**src/hw/rtl/lqba_pkg.sv**
```systemverilog
// Shared constants and controller/datapath types for the burst arbiter.
`default_nettype none

package lqba_pkg;

    localparam int QUEUE_DEPTH_DEF = 64;
    localparam int ID_WIDTH_DEF    = 10;
    localparam int BURST_W         = 5;
    localparam int MAX_BURST       = 16;
    localparam int BURST_RESET     = 10;

    typedef enum logic [1:0] {
        ST_IDLE,
        ST_PICK,
        ST_SERVE
    } t_state;

    // controller -> datapath
    typedef struct packed {
        logic push;        // input transaction taken this edge
        logic start;       // latch served queue and burst length
        logic rd;          // read head of served queue and pop it
        logic load;        // load output register with popped id
        logic load_empty;  // load output register with the no-service result
    } t_cmd;

    // datapath -> controller
    typedef struct packed {
        logic any_waiting;
        logic out_free;
        logic last_one;
    } t_sts;

endpackage

`default_nettype wire

```
**src/hw/rtl/lqba_if.sv**
```systemverilog
// Handshake channel interfaces: arrival input, result output, configuration write.
`default_nettype none

interface lqba_in_if #(
    parameter int ID_WIDTH = lqba_pkg::ID_WIDTH_DEF
);
    logic                valid;
    logic                ready;
    logic                arrival_valid;
    logic [ID_WIDTH-1:0] vehicle_id;
    logic                direction;

    modport source (output valid, arrival_valid, vehicle_id, direction, input ready);
    modport sink   (input valid, arrival_valid, vehicle_id, direction, output ready);
endinterface

interface lqba_out_if #(
    parameter int ID_WIDTH = lqba_pkg::ID_WIDTH_DEF,
    parameter int CNT_W    = $clog2(lqba_pkg::QUEUE_DEPTH_DEF + 1)
);
    logic                valid;
    logic                ready;
    logic                crossed;
    logic [ID_WIDTH-1:0] crossing_id;
    logic                crossing_direction;
    logic                last;
    logic                arrival_dropped;
    logic [CNT_W-1:0]    north_waiting;
    logic [CNT_W-1:0]    south_waiting;

    modport source (output valid, crossed, crossing_id, crossing_direction, last,
                    arrival_dropped, north_waiting, south_waiting, input ready);
    modport sink   (input valid, crossed, crossing_id, crossing_direction, last,
                    arrival_dropped, north_waiting, south_waiting, output ready);
endinterface

interface lqba_cfg_if;
    logic                        valid;
    logic                        ready;
    logic [lqba_pkg::BURST_W-1:0] burst_limit;

    modport source (output valid, burst_limit, input ready);
    modport sink   (input valid, burst_limit, output ready);
endinterface

`default_nettype wire

```
**src/hw/rtl/lqba_queue.sv**
```systemverilog
// Circular FIFO with a registered-read memory, head/tail pointers and fill count.
`default_nettype none

module lqba_queue #(
    parameter int DEPTH  = 64,
    parameter int DATA_W = 10,
    parameter int CNT_W  = $clog2(DEPTH + 1)
) (
    input  wire logic              i_clk,
    input  wire logic              i_rst_n,
    input  wire logic              i_push,
    input  wire logic [DATA_W-1:0] i_push_data,
    input  wire logic              i_pop,
    output logic      [DATA_W-1:0] o_rd_data,
    output logic      [CNT_W-1:0]  o_count,
    output logic                   o_full
);
    localparam int AW = (DEPTH > 1) ? $clog2(DEPTH) : 1;
    localparam logic [AW-1:0]    LAST_IDX = AW'(DEPTH - 1);
    localparam logic [CNT_W-1:0] FULL_CNT = CNT_W'(DEPTH);

    logic [DATA_W-1:0] r_mem [DEPTH];
    logic [DATA_W-1:0] r_rd_data;
    logic [AW-1:0]     r_head, n_head;
    logic [AW-1:0]     r_tail, n_tail;
    logic [CNT_W-1:0]  r_count, n_count;
    logic              push_ok;

    assign o_full  = (r_count == FULL_CNT);
    assign push_ok = i_push && !o_full;

    always_ff @(posedge i_clk) begin
        if (push_ok) begin
            r_mem[r_tail] <= i_push_data;
        end
        if (i_pop) begin
            r_rd_data <= r_mem[r_head];
        end
    end

    always_comb begin
        n_head  = r_head;
        n_tail  = r_tail;
        n_count = r_count;
        if (push_ok) begin
            n_tail = (r_tail == LAST_IDX) ? '0 : r_tail + 1'b1;
        end
        if (i_pop) begin
            n_head = (r_head == LAST_IDX) ? '0 : r_head + 1'b1;
        end
        unique case ({push_ok, i_pop})
            2'b10:   n_count = r_count + 1'b1;
            2'b01:   n_count = r_count - 1'b1;
            default: n_count = r_count;
        endcase
    end

    always_ff @(posedge i_clk) begin
        if (!i_rst_n) begin
            r_head  <= '0;
            r_tail  <= '0;
            r_count <= '0;
        end else begin
            r_head  <= n_head;
            r_tail  <= n_tail;
            r_count <= n_count;
        end
    end

    assign o_rd_data = r_rd_data;
    assign o_count   = r_count;

endmodule

`default_nettype wire

```
**src/hw/rtl/lqba_datapath.sv**
```systemverilog
// Datapath: two queues, burst limit register, served-queue choice and output register.
`default_nettype none

module lqba_datapath #(
    parameter int QUEUE_DEPTH = lqba_pkg::QUEUE_DEPTH_DEF,
    parameter int ID_WIDTH    = lqba_pkg::ID_WIDTH_DEF,
    parameter int CNT_W       = $clog2(QUEUE_DEPTH + 1)
) (
    input  wire logic                          i_clk,
    input  wire logic                          i_rst_n,
    input  wire lqba_pkg::t_cmd                i_cmd,
    output lqba_pkg::t_sts                     o_sts,
    input  wire logic                          i_arrival_valid,
    input  wire logic [ID_WIDTH-1:0]           i_vehicle_id,
    input  wire logic                          i_direction,
    input  wire logic                          i_cfg_valid,
    input  wire logic [lqba_pkg::BURST_W-1:0]  i_cfg_data,
    input  wire logic                          i_out_ready,
    output logic                               o_out_valid,
    output logic                               o_crossed,
    output logic      [ID_WIDTH-1:0]           o_crossing_id,
    output logic                               o_crossing_direction,
    output logic                               o_last,
    output logic                               o_arrival_dropped,
    output logic      [CNT_W-1:0]              o_north_waiting,
    output logic      [CNT_W-1:0]              o_south_waiting
);
    import lqba_pkg::*;

    localparam int CMP_W = (CNT_W > BURST_W) ? CNT_W : BURST_W;

    logic [ID_WIDTH-1:0] n_rd_data, s_rd_data;
    logic [CNT_W-1:0]    n_cnt, s_cnt;
    logic                n_full, s_full;
    logic                push_n, push_s, pop_n, pop_s;

    logic [BURST_W-1:0]  r_limit;
    logic [BURST_W-1:0]  eff_limit;
    logic [BURST_W-1:0]  r_rem;
    logic [BURST_W-1:0]  rem_init;
    logic                r_dir;
    logic                r_dropped;
    logic                pick_dir;
    logic                rd_dir;
    logic [CMP_W-1:0]    cnt_x, lim_x, min_x;

    logic                r_out_valid;
    logic                r_crossed;
    logic [ID_WIDTH-1:0] r_id;
    logic                r_out_dir;
    logic                r_last;
    logic                r_out_dropped;
    logic [CNT_W-1:0]    r_nw, r_sw;

    // north wins only when strictly longer; nonempty ties and north-empty go south
    assign pick_dir = (n_cnt > s_cnt) ? 1'b0 : (s_cnt != '0);
    assign rd_dir   = i_cmd.start ? pick_dir : r_dir;

    assign push_n = i_cmd.push && i_arrival_valid && !i_direction;
    assign push_s = i_cmd.push && i_arrival_valid &&  i_direction;
    assign pop_n  = i_cmd.rd && !rd_dir;
    assign pop_s  = i_cmd.rd &&  rd_dir;

    lqba_queue #(.DEPTH(QUEUE_DEPTH), .DATA_W(ID_WIDTH), .CNT_W(CNT_W)) u_north (
        .i_clk       (i_clk),
        .i_rst_n     (i_rst_n),
        .i_push      (push_n),
        .i_push_data (i_vehicle_id),
        .i_pop       (pop_n),
        .o_rd_data   (n_rd_data),
        .o_count     (n_cnt),
        .o_full      (n_full)
    );

    lqba_queue #(.DEPTH(QUEUE_DEPTH), .DATA_W(ID_WIDTH), .CNT_W(CNT_W)) u_south (
        .i_clk       (i_clk),
        .i_rst_n     (i_rst_n),
        .i_push      (push_s),
        .i_push_data (i_vehicle_id),
        .i_pop       (pop_s),
        .o_rd_data   (s_rd_data),
        .o_count     (s_cnt),
        .o_full      (s_full)
    );

    // zero means one, anything past the cap saturates
    always_comb begin
        if (r_limit == '0) begin
            eff_limit = BURST_W'(1);
        end else if (r_limit > BURST_W'(MAX_BURST)) begin
            eff_limit = BURST_W'(MAX_BURST);
        end else begin
            eff_limit = r_limit;
        end
        cnt_x    = CMP_W'(pick_dir ? s_cnt : n_cnt);
        lim_x    = CMP_W'(eff_limit);
        min_x    = (cnt_x < lim_x) ? cnt_x : lim_x;
        rem_init = min_x[BURST_W-1:0];
    end

    always_ff @(posedge i_clk) begin
        if (!i_rst_n) begin
            r_limit <= BURST_W'(BURST_RESET);
        end else if (i_cfg_valid) begin
            r_limit <= i_cfg_data;
        end
    end

    always_ff @(posedge i_clk) begin
        if (i_cmd.push) begin
            r_dropped <= i_arrival_valid && (i_direction ? s_full : n_full);
        end
        if (i_cmd.start) begin
            r_dir <= pick_dir;
            r_rem <= rem_init;
        end else if (i_cmd.load) begin
            r_rem <= r_rem - 1'b1;
        end
    end

    always_ff @(posedge i_clk) begin
        if (!i_rst_n) begin
            r_out_valid <= 1'b0;
        end else if (i_cmd.load || i_cmd.load_empty) begin
            r_out_valid <= 1'b1;
        end else if (i_out_ready) begin
            r_out_valid <= 1'b0;
        end
    end

    // counts already reflect this result's pop; the next pop lands on this edge
    always_ff @(posedge i_clk) begin
        if (i_cmd.load) begin
            r_crossed     <= 1'b1;
            r_id          <= r_dir ? s_rd_data : n_rd_data;
            r_out_dir     <= r_dir;
            r_last        <= (r_rem == BURST_W'(1));
            r_out_dropped <= r_dropped;
            r_nw          <= n_cnt;
            r_sw          <= s_cnt;
        end else if (i_cmd.load_empty) begin
            r_crossed     <= 1'b0;
            r_id          <= '0;
            r_out_dir     <= 1'b0;
            r_last        <= 1'b1;
            r_out_dropped <= r_dropped;
            r_nw          <= n_cnt;
            r_sw          <= s_cnt;
        end
    end

    always_comb begin
        o_sts.any_waiting = (n_cnt != '0) || (s_cnt != '0);
        o_sts.out_free    = !r_out_valid || i_out_ready;
        o_sts.last_one    = (r_rem == BURST_W'(1));
    end

    assign o_out_valid          = r_out_valid;
    assign o_crossed            = r_crossed;
    assign o_crossing_id        = r_id;
    assign o_crossing_direction = r_out_dir;
    assign o_last               = r_last;
    assign o_arrival_dropped    = r_out_dropped;
    assign o_north_waiting      = r_nw;
    assign o_south_waiting      = r_sw;

endmodule

`default_nettype wire

```
**src/hw/rtl/lqba_ctrl.sv**
```systemverilog
// Controller state machine: takes a step, picks a queue, sequences the burst.
`default_nettype none

module lqba_ctrl (
    input  wire logic           i_clk,
    input  wire logic           i_rst_n,
    input  wire logic           i_in_valid,
    output logic                o_in_ready,
    input  wire lqba_pkg::t_sts i_sts,
    output lqba_pkg::t_cmd      o_cmd
);
    import lqba_pkg::*;

    t_state r_state, n_state;

    always_ff @(posedge i_clk) begin
        if (!i_rst_n) begin
            r_state <= ST_IDLE;
        end else begin
            r_state <= n_state;
        end
    end

    always_comb begin
        n_state = r_state;
        unique case (r_state)
            ST_IDLE: begin
                if (i_in_valid) n_state = ST_PICK;
            end
            ST_PICK: begin
                if (i_sts.any_waiting) begin
                    n_state = ST_SERVE;
                end else if (i_sts.out_free) begin
                    n_state = ST_IDLE;
                end
            end
            ST_SERVE: begin
                if (i_sts.out_free && i_sts.last_one) n_state = ST_IDLE;
            end
            default: n_state = ST_IDLE;
        endcase
    end

    always_comb begin
        o_cmd      = '0;
        o_in_ready = 1'b0;
        unique case (r_state)
            ST_IDLE: begin
                o_in_ready = 1'b1;
                o_cmd.push = i_in_valid;
            end
            ST_PICK: begin
                if (i_sts.any_waiting) begin
                    o_cmd.start = 1'b1;
                    o_cmd.rd    = 1'b1;
                end else begin
                    o_cmd.load_empty = i_sts.out_free;
                end
            end
            ST_SERVE: begin
                // read of the next id overlaps the load of this one
                o_cmd.load = i_sts.out_free;
                o_cmd.rd   = i_sts.out_free && !i_sts.last_one;
            end
            default: o_cmd = '0;
        endcase
    end

endmodule

`default_nettype wire

```
**src/hw/rtl/two_fifo_longest_queue_burst_arbiter_top.sv**
```systemverilog
// Top level: longest-queue-first two-FIFO arbiter with a per-step burst limit.
//
//  channel  dir  handshake            payload
//  i_in     in   valid/ready          arrival_valid, vehicle_id, direction
//  o_out    out  valid/ready          crossed, crossing_id, crossing_direction, last,
//                                     arrival_dropped, north_waiting, south_waiting
//  i_cfg    in   valid/ready (ready=1) burst_limit
//
// A step pushes the input, then picks the queue and starts the head read, then loads
// one result each time the output is free; with both queues empty it gives the
// no-service result. Each queue memory has a single registered read port.
// Reset clears the queue pointers and counts and sets burst_limit to 10; stores are
// not cleared. A stalled output holds the burst; the input is taken only between steps,
// but a step may be taken while the previous final result still waits in o_out.
`default_nettype none

module two_fifo_longest_queue_burst_arbiter_top #(
    parameter int QUEUE_DEPTH = lqba_pkg::QUEUE_DEPTH_DEF,
    parameter int ID_WIDTH    = lqba_pkg::ID_WIDTH_DEF
) (
    input  wire logic   i_clk,
    input  wire logic   i_rst_n,
    lqba_in_if.sink     i_in,
    lqba_out_if.source  o_out,
    lqba_cfg_if.sink    i_cfg
);
    import lqba_pkg::*;

    localparam int CNT_W = $clog2(QUEUE_DEPTH + 1);

    t_cmd cmd;
    t_sts sts;

    assign i_cfg.ready = 1'b1;

    lqba_ctrl u_ctrl (
        .i_clk      (i_clk),
        .i_rst_n    (i_rst_n),
        .i_in_valid (i_in.valid),
        .o_in_ready (i_in.ready),
        .i_sts      (sts),
        .o_cmd      (cmd)
    );

    lqba_datapath #(
        .QUEUE_DEPTH (QUEUE_DEPTH),
        .ID_WIDTH    (ID_WIDTH),
        .CNT_W       (CNT_W)
    ) u_datapath (
        .i_clk                (i_clk),
        .i_rst_n              (i_rst_n),
        .i_cmd                (cmd),
        .o_sts                (sts),
        .i_arrival_valid      (i_in.arrival_valid),
        .i_vehicle_id         (i_in.vehicle_id),
        .i_direction          (i_in.direction),
        .i_cfg_valid          (i_cfg.valid),
        .i_cfg_data           (i_cfg.burst_limit),
        .i_out_ready          (o_out.ready),
        .o_out_valid          (o_out.valid),
        .o_crossed            (o_out.crossed),
        .o_crossing_id        (o_out.crossing_id),
        .o_crossing_direction (o_out.crossing_direction),
        .o_last               (o_out.last),
        .o_arrival_dropped    (o_out.arrival_dropped),
        .o_north_waiting      (o_out.north_waiting),
        .o_south_waiting      (o_out.south_waiting)
    );

`ifndef SYNTH
    a_step_blocks_input: assert property (@(posedge i_clk) disable iff (!i_rst_n)
        (i_in.valid && i_in.ready) |=> !i_in.ready)
        else $error("input taken twice in a row");

    a_nonlast_is_served: assert property (@(posedge i_clk) disable iff (!i_rst_n)
        (o_out.valid && !o_out.last) |-> o_out.crossed)
        else $error("non-final result without a served id");

    a_empty_result: assert property (@(posedge i_clk) disable iff (!i_rst_n)
        (o_out.valid && !o_out.crossed) |->
            (o_out.crossing_id == '0 && o_out.north_waiting == '0 &&
             o_out.south_waiting == '0))
        else $error("no-service result with queued items or nonzero id");

    a_count_bound: assert property (@(posedge i_clk) disable iff (!i_rst_n)
        o_out.valid |-> (o_out.north_waiting <= CNT_W'(QUEUE_DEPTH) &&
                         o_out.south_waiting <= CNT_W'(QUEUE_DEPTH)))
        else $error("waiting count beyond queue depth");
`endif

endmodule

`default_nettype wire
```
**src/flat_wrapper.sv**
```systemverilog
// flat-port wrapper written by rule: the top's interface ports become plain ports
module two_fifo_longest_queue_burst_arbiter_top_flat import lqba_pkg::*;
#(
    parameter int QUEUE_DEPTH = lqba_pkg::QUEUE_DEPTH_DEF,
    parameter int ID_WIDTH    = lqba_pkg::ID_WIDTH_DEF
)
  (i_clk, i_rst_n, i_in_valid, i_in_arrival_valid, i_in_vehicle_id, i_in_direction, i_in_ready, o_out_valid, o_out_crossed, o_out_crossing_id, o_out_crossing_direction, o_out_last, o_out_arrival_dropped, o_out_north_waiting, o_out_south_waiting, o_out_ready, i_cfg_valid, i_cfg_burst_limit, i_cfg_ready);
  lqba_in_if #(.ID_WIDTH(ID_WIDTH)) i_in_i ();
  lqba_out_if #(.ID_WIDTH(ID_WIDTH)) o_out_i ();
  lqba_cfg_if i_cfg_i ();
  input  wire logic i_clk;
  input  wire logic i_rst_n;
  input wire logic [$bits(i_in_i.valid)-1:0] i_in_valid;
  input wire logic [$bits(i_in_i.arrival_valid)-1:0] i_in_arrival_valid;
  input wire logic [$bits(i_in_i.vehicle_id)-1:0] i_in_vehicle_id;
  input wire logic [$bits(i_in_i.direction)-1:0] i_in_direction;
  output wire logic [$bits(i_in_i.ready)-1:0] i_in_ready;
  output wire logic [$bits(o_out_i.valid)-1:0] o_out_valid;
  output wire logic [$bits(o_out_i.crossed)-1:0] o_out_crossed;
  output wire logic [$bits(o_out_i.crossing_id)-1:0] o_out_crossing_id;
  output wire logic [$bits(o_out_i.crossing_direction)-1:0] o_out_crossing_direction;
  output wire logic [$bits(o_out_i.last)-1:0] o_out_last;
  output wire logic [$bits(o_out_i.arrival_dropped)-1:0] o_out_arrival_dropped;
  output wire logic [$bits(o_out_i.north_waiting)-1:0] o_out_north_waiting;
  output wire logic [$bits(o_out_i.south_waiting)-1:0] o_out_south_waiting;
  input wire logic [$bits(o_out_i.ready)-1:0] o_out_ready;
  input wire logic [$bits(i_cfg_i.valid)-1:0] i_cfg_valid;
  input wire logic [$bits(i_cfg_i.burst_limit)-1:0] i_cfg_burst_limit;
  output wire logic [$bits(i_cfg_i.ready)-1:0] i_cfg_ready;
  assign i_in_i.valid = i_in_valid;
  assign i_in_i.arrival_valid = i_in_arrival_valid;
  assign i_in_i.vehicle_id = i_in_vehicle_id;
  assign i_in_i.direction = i_in_direction;
  assign i_in_ready = i_in_i.ready;
  assign o_out_valid = o_out_i.valid;
  assign o_out_crossed = o_out_i.crossed;
  assign o_out_crossing_id = o_out_i.crossing_id;
  assign o_out_crossing_direction = o_out_i.crossing_direction;
  assign o_out_last = o_out_i.last;
  assign o_out_arrival_dropped = o_out_i.arrival_dropped;
  assign o_out_north_waiting = o_out_i.north_waiting;
  assign o_out_south_waiting = o_out_i.south_waiting;
  assign o_out_i.ready = o_out_ready;
  assign i_cfg_i.valid = i_cfg_valid;
  assign i_cfg_i.burst_limit = i_cfg_burst_limit;
  assign i_cfg_ready = i_cfg_i.ready;
  two_fifo_longest_queue_burst_arbiter_top #(.QUEUE_DEPTH(QUEUE_DEPTH), .ID_WIDTH(ID_WIDTH)) u_core (.i_clk(i_clk), .i_rst_n(i_rst_n), .i_in(i_in_i), .o_out(o_out_i), .i_cfg(i_cfg_i));
endmodule
```
**config.mk**
```make
export PLATFORM = sky130hd
export DESIGN_NAME = two_fifo_longest_queue_burst_arbiter_top_flat
export DESIGN_NICKNAME = d
export VERILOG_FILES = /design/src/hw/rtl/lqba_pkg.sv /design/src/hw/rtl/lqba_if.sv /design/src/hw/rtl/lqba_queue.sv /design/src/hw/rtl/lqba_datapath.sv /design/src/hw/rtl/lqba_ctrl.sv /design/src/hw/rtl/two_fifo_longest_queue_burst_arbiter_top.sv /design/src/flat_wrapper.sv
export SDC_FILE = /design/constraint.sdc
export NUM_CORES = 2
export LEC_CHECK = 0
export BUFFER_PORTS_ARGS = -buffer_cell sky130_fd_sc_hd__buf_2
export CAP_MARGIN = 20
export CELL_PAD_IN_SITES_DETAIL_PLACEMENT = 0
export CELL_PAD_IN_SITES_GLOBAL_PLACEMENT = 1
export CORE_MARGIN = 1.5
export CORE_UTILIZATION = 56
export DETAILED_ROUTE_END_ITERATION = 12
export PLACE_DENSITY = 0.9
export SYNTH_ARGS = -nofsm -noshare
export SYNTH_HDL_FRONTEND = slang
export SYNTH_HIERARCHICAL = 1
export SYNTH_SLANG_ARGS = --single-unit
```
**constraint.sdc**
```tcl
create_clock -name i_clk -period 6.33 [get_ports i_clk]
set_input_delay 0.633 -clock i_clk [delete_from_list [all_inputs] [get_ports i_clk]]
set_output_delay 0.633 -clock i_clk [all_outputs]
set_load 0.02 [all_outputs]
```
# Word level (Yosys, flattened, before mapping)
# Memories as Yosys holds them, arrays and structs flattened. A register that Yosys moved wholly into a read port is not among the register bits.
# Index checks and enable logic that the tools add are counted.
# Widths: inputs -> output; s select.
[word_totals]
register_bits = 81
latchBits = 0
ramBits = 1280
mem_bits_ro = 0
input_bits = 22
out_inout_bits = 31
elab_cells = 125
n_memories = 2
[memory_table]
columns = ["name", "depth", "word_bits", "read_ports", "rd_clocked_by_memory_dff", "write_ports", "line", "source"]
rows = [
  ["u_core.u_datapath.u_north.r_mem", 64, 10, 1, 1, 1, "lqba_queue.sv:22", "logic [DATA_W-1:0] r_mem [DEPTH];"],
  ["u_core.u_datapath.u_south.r_mem", 64, 10, 1, 1, 1, "lqba_queue.sv:22", ""],
]
[op_classes]
addsub = 9
multipliers = 0
div = 0
n_lt_le_gt_ge = 3
eq_ne = 16
n_shift = 0
muxes = 47
bitwise = 0
reduce_logical = 29
[op_table]
columns = ["cell", "n"]
rows = [
  ["$mux 7", 5],
  ["$mux 10", 3],
  ["$pmux 7 s2", 2],
  ["$mux 5", 5],
  ["$add 6x1->6 const B", 4],
  ["$eq 6x6->1 const B", 4],
  ["$mux 6", 4],
  ["$mux 1", 21],
  ["$add 7x1->7 const B", 2],
  ["$eq 7x7->1 const B", 2],
  ["$reduce_bool 7->1", 2],
  ["$sub 7x1->7 const B", 2],
  ["$logic_and 1x1->1", 10],
  ["$mux 2", 5],
  ["$reduce_bool 2->1", 5],
  ["$gt 7x7->1", 1],
  ["$lt 7x5->1", 1],
  ["$eq 2x1->1 const B", 3],
  ["$eq 2x2->1 const B", 3],
  ["$logic_not 1->1", 6],
  ["$pmux 2 s3", 1],
  ["$eq 5x1->1 const B", 1],
  ["$gt 5x5->1 const B", 1],
  ["$logic_not 5->1", 1],
  ["other kinds (7)", 10],
]

# Longest topological paths before layout
[logic_depth]
depth_word = 9
mapped_depth = 19
mapped_depth_nobuf = 16

# Cells and area by module
# The synthesis kept the hierarchy.
[by_module_without_submodules]
columns = ["module", "instances", "cells_each", "area_each_um2", "seq_area_each_um2"]
rows = [
  ["lqba_queue at u_core.u_datapath.u_north", 1, 1294, 26232.7, 19899.1],
  ["lqba_queue at u_core.u_datapath.u_south", 1, 1294, 26222.6, 19899.1],
  ["lqba_datapath", 1, 202, 2324.7, 1151.1],
  ["lqba_ctrl", 1, 23, 212.7, 40.0],
  ["two_fifo_longest_queue_burst_arbiter_top", 1, 2, 11.3, 0.0],
]

# Least setup slack after synthesis
# No wires, ideal clock.
[synth_timing]
kind = "register to register"
start = "register u_core.u_datapath.u_south.r_count[4] (netlist: u_core/u_datapath/u_south/o_count[4])"
end = "register u_core.u_datapath.u_south.r_count[4] (netlist: u_core/u_datapath/u_south/o_count[4])"
setup_ns = 0.072
t_arrival_ns = 4.586
required_ns = 6.258
slack_ns = 1.673
stages_incl_launch_ff = 20
path_buffers = 3
synth_period_minus_slack_ns = 4.657
path_cell_list = "dfxtp_1 inv_1 ha_1 a21oi_1 o21ai_1 o21bai_2 buf_6 and2_1 mux2i_1 nor2b_1 ha_1 clkbuf_1 clkbuf_1 xor2_1 ha_1 a21oi_1 o21ai_0 a221oi_1 mux2i_1 mux2i_1"
[synth_between]
elab_chain_len = 8
word_cells_on_any_way = 18
cone_classes = "add/sub: 2; order compare: 1; eq/ne: 3; mux: 6; reduce/logical: 6"
[synth_rtl]
columns = ["item", "line", "source"]
rows = [
  ["start: declaration", "lqba_queue.sv:26", "logic [CNT_W-1:0] r_count, n_count;"],
  ["start signal: assignment", "lqba_queue.sv:66", "r_count <= n_count;"],
  ["branches (longest 5 deep; another with $gt 7x7->1)", "-", ""],
  ["$logic_and 1x1->1 (*)", "lqba_datapath.sv:62", "assign pop_s = i_cmd.rd && rd_dir;"],
  ["via u_core.u_datapath.pop_s", "lqba_datapath.sv:35", "logic push_n, push_s, pop_n, pop_s;"],
  ["$eq 2x1->1 / $eq 2x2->1 (equally long branches)", "lqba_queue.sv:51", "unique case ({push_ok, i_pop})"],
  ["$pmux 7 s2 / $reduce_bool 2->1 (equally long branches)", "-", ""],
]
# Mark *: on every way through the listed nets, which the timed path passes.
# A chain may end at the register's enable or synchronous reset.

# Worst setup path after layout
[layout_timing]
start = "register u_core.u_datapath.u_south.r_count[2] (netlist: u_core/u_datapath/u_south/o_count[2])"
end = "register u_core.u_datapath.u_north.r_count[4] (netlist: u_core/u_datapath/u_north/o_count[4])"
[layout_between]
elab_chain_len = 9
word_cells_on_any_way = 14
cone_classes = "order compare: 1; eq/ne: 2; mux: 6; reduce/logical: 5"
[layout_rtl]
columns = ["item", "line", "source"]
rows = [
  ["branches (longest 6 deep; another with $gt 7x7->1)", "-", ""],
  ["$logic_and 1x1->1 (*)", "lqba_datapath.sv:61", "assign pop_n = i_cmd.rd && !rd_dir;"],
  ["via u_core.u_datapath.pop_n", "lqba_datapath.sv:35", ""],
  ["$eq 2x1->1 / $eq 2x2->1 (equally long branches)", "lqba_queue.sv:51", ""],
  ["$pmux 7 s2 / $reduce_bool 2->1 (equally long branches)", "-", ""],
  ["end signal: assignment", "lqba_queue.sv:66", ""],
  ["end: declaration", "lqba_queue.sv:26", ""],
]
# Marked as above.

==> results.ini <==
[drt]
vias=28200
wl_per_cell_um=29.0
drt_pass1_iterations=5
wl_mm=123
avgViaCountPerCell=6.64
drc=0
ant_nets=0
first_iter_violations=3757

[final_layout]
syn_to_final_growth_pct=9.64
ff_latch_area_um2=41000
finish.utilization_pct=62.2
final_nets=2927
multi_input_area_um2=13000
fill_cells=6276
drive_gt1_share_pct=21.2

[cts]
cts_setup_buffers=0
cts_inserted_buffers=130
h-tree-depth=4
clk_path_buf_depth=3
cts_num_sinks=1381
insertion_delay_ns=0.73
cts_resized=0
cts-root-buf=clkbuf_16
cts_tree=done
hold_buffers=0
path_clk_slew_ns=0.06

[min_path]
hold_path_end=u_core/u_datapath/r_limit[1]$_SDFFE_PN1P_
hold_depth=3
hp-start=i_cfg_burst_limit[1]
hp-class=in2reg

[grt]
gr-total-overflow=0
use_met1_pct=34.4
grt_use_met3_pct=5.65
met2_usage_pct=39.7
top_usage_layer=met2
grt_pass1_wl_mm=183
antenna_found_initial=4
grt_max_degree=97
grtUsageTotal_pct=24.9
grt_pass1_vias=28100

[place]
place.gp.congestion=0.902
hpwl_mm=71.7
port_buffers=51

[synthesis]
syn_inst=2815
syn_area_um2=55000
synth_edf_count=1333
synth_flop_cell=edfxtp_1
syn-num-nets=2864
synth_cell_types=80
synth-async-reset-ratio_pct=0
syn_avg_cell_area_um2=19.5
yosysSeqAreaShare_pct=74.5
ys_seq_elements=1381
yosys_warnings=6

[floorplan]
pin_count=53
fp.dieH_um=316
rows=114
dieArea_um2=100000
coreArea_um2=97000
initial_core_util_pct=56.7
die_w_um=316

[critical_path]
reg2reg_from=u_core/u_datapath/u_south/o_count[2]$_SDFFE_PN0P_
arrival_ns=5.69
cp-start-kind=register
crit_type=reg2reg
worstReg2RegEnd=u_core/u_datapath/u_north/o_count[4]$_SDFFE_PN0P_
worstPathMaxFanout=17
r2r_slack_ns=1.27
r2r_cells=16
endpoint_kind=register
cp.required_ns=6.97

[power]
internal-power_uw=14400
switching_share_pct=19.5
pwr-share-seq_pct=56.5
p_leak_uw=0.0183
vdd_drop_max_mv=0.236
switchingPower_uw=3480
power_density_nw_per_um2=296
clock_power_share_pct=41.4
p_comb_share_pct=2.1

[sta]
fmax_mhz=198
setup-violations-final=0
fin_crit_sh_pct=79.9
worstMarginPinSlew_ns=1.18
layout_min_cycle_time_ns=5.06
maxSlewHeadroom_pct=21.1
rsz0062_at_grt=false
slew_violations=0
clock_skew_ns=0.0298
setup_tns_ns=0
hold_viol=0

[run]
cap_violations=0

[run_status]
status=completed

==> routing by layer <==
layer / vias to the layer above / share of wire (%)
met5: - / 0.022
met4: 4 / 2.8
met3: 250 / 10
met2: 1776 / 49
met1: 14600 / 38
li1: 11600 / -
==> worst max-delay path, cell delays in order (launching register included) <==
cell and delay (ns):
dfxtp_1 0.61, inv_1 0.09, ha_1 0.35, nand3b_1 0.14
a21oi_2 0.17, o21bai_2 0.21, and2_1 0.25, mux2i_1 0.24
and2_1 0.68, ha_1 0.61, xor2_1 0.15, ha_1 0.23
a21oi_1 0.26, o21ai_0 0.15, a221oi_1 0.39, mux2i_1 0.26
mux2i_1 0.19
==> worst max-delay path by stage <==
| stage | start | end | slack (ns) | cells after the start |
|---|---|---|---|---|
| 6_report | u_core/u_datapath/u_south/o_count[2]$_SDFFE_PN0P_ | u_core/u_datapath/u_north/o_count[4]$_SDFFE_PN0P_ | 1.27 | 16 |
| 5_1_grt | u_core/u_datapath/u_south/o_count[2]$_SDFFE_PN0P_ | u_core/u_datapath/u_north/o_count[4]$_SDFFE_PN0P_ | 0.78 | 16 |
| 4_1_cts | u_core/u_datapath/u_south/o_count[2]$_SDFFE_PN0P_ | u_core/u_datapath/u_north/o_count[4]$_SDFFE_PN0P_ | 1.34 | 16 |
| 3_5_place_dp | u_core/u_datapath/u_south/o_count[2]$_SDFFE_PN0P_ | u_core/u_datapath/u_north/o_count[4]$_SDFFE_PN0P_ | 1.35 | 16 |
| 3_3_place_gp | u_core/u_datapath/u_north/o_count[0]$_SDFFE_PN0P_ | u_core/u_datapath/u_north/o_count[4]$_SDFFE_PN0P_ | 1.62 | 16 |
| 2_1_floorplan | u_core/u_datapath/u_south/o_count[4]$_SDFFE_PN0P_ | u_core/u_datapath/u_south/o_count[4]$_SDFFE_PN0P_ | 1.67 | 19 |
==> cell type report <==
cell class / count / share of cell area, %
multi-input cells: 1255 / 21.6
clock buffers: 169 / 5.90
inverters: 23 / 0.143
clock inverters: 53 / 0.724
flip-flops and latches: 1381 / 68.0
repair buffers: 87 / 0.981
diodes: 2 / 0.00830
well taps: 1276 / 2.65
==> cells by family after synthesis <==
kind of cell	Yosys count	share of synthesized area (%)
AOI/OAI and AO/OA	308	4.22
xor gates and xnor gates	25	0.398
adders and majority gates	27	0.614
buffers and inverters	179	1.80
DFF	1381	74.5
muxes	436	14.3
other	1	0.00682
and+or+nand+nor	458	4.15
==> power groups by stage <==
stage	clock (µW)	sequential (µW)	combinational, µW
after global routing	7820	10100	403
after global placement	0	10300	358
final	7400	10100	376
after detailed placement	0	10300	376
after floorplan	0	10300	151
after CTS	7500	10100	377
==> cell usage after synthesis, types with 20 or more instances <==
cell | n | area share, %
inv_1 | 20 | 0.14
nand2_1 | 101 | 0.69
o221ai_1 | 30 | 0.48
buf_4 | 23 | 0.31
clkbuf_1 | 55 | 0.38
buf_6 | 23 | 0.47
a22o_1 | 21 | 0.33
buf_2 | 43 | 0.39
edfxtp_1 | 1333 | 73
mux2_2 | 41 | 0.84
ha_1 | 27 | 0.61
mux4_2 | 265 | 11
nor2_1 | 169 | 1.2
a211oi_1 | 21 | 0.29
nor3_1 | 21 | 0.19
a21oi_1 | 34 | 0.31
and2_1 | 24 | 0.27
a22oi_1 | 20 | 0.27
o22ai_1 | 54 | 0.61
nor2b_1 | 31 | 0.35
dfxtp_1 | 48 | 1.7
o21ai_0 | 34 | 0.31
mux2i_1 | 122 | 2.2
==> metrics by stage <==
step | setup slack (ns) | hold slack, ns | instances | total power, µW | instance area, µm²
2_1_floorplan | 1.67 | 0.400 | 2815 | 10400 | 55000
3_3_place_gp | 1.62 | 0.412 | 4015 | 10600 | 56300
3_5_place_dp | 1.35 | 0.412 | 4015 | 10600 | 56300
4_1_cts | 1.34 | 0.119 | 4237 | 18000 | 60200
5_1_grt | 0.777 | 0.138 | 4244 | 18300 | 60300
6_report | 1.27 | 0.161 | 4246 | 17900 | 60300
==> placed cells by master, fill, tap and decap left out, drive strengths merged, types with 15 or more instances in the layout <==
cell type  count
a211oi        36
a21oi         37
a22o          21
a22oi         20
and2          26
buf           87
clkbuf       169
clkinv        42
dfxtp         48
edfxtp      1333
ha            27
inv           26
mux2          41
mux2i        123
mux4         272
nand2        104
nand2b        16
nand3b        15
nor2         169
nor2b         31
nor3          23
o21ai         39
o221ai        30
o22ai         54
or3           18
xnor2         15
==> registers in the layout (all words and copies together) (netlist names), 2 cells and up <==
register,cells
u_core/u_ctrl/r_state,2
u_core/u_datapath/o_crossing_id,10
u_core/u_datapath/o_north_waiting,7
u_core/u_datapath/o_south_waiting,7
u_core/u_datapath/r_limit,5
u_core/u_datapath/r_rem,5
u_core/u_datapath/u_north/o_count,7
u_core/u_datapath/u_north/o_rd_data,10
u_core/u_datapath/u_north/r_head,6
u_core/u_datapath/u_north/r_mem,640
u_core/u_datapath/u_north/r_tail,6
u_core/u_datapath/u_south/o_count,7
u_core/u_datapath/u_south/o_rd_data,10
u_core/u_datapath/u_south/r_head,6
u_core/u_datapath/u_south/r_mem,640
u_core/u_datapath/u_south/r_tail,6
Note: power is estimated with default switching activity, not from simulation.
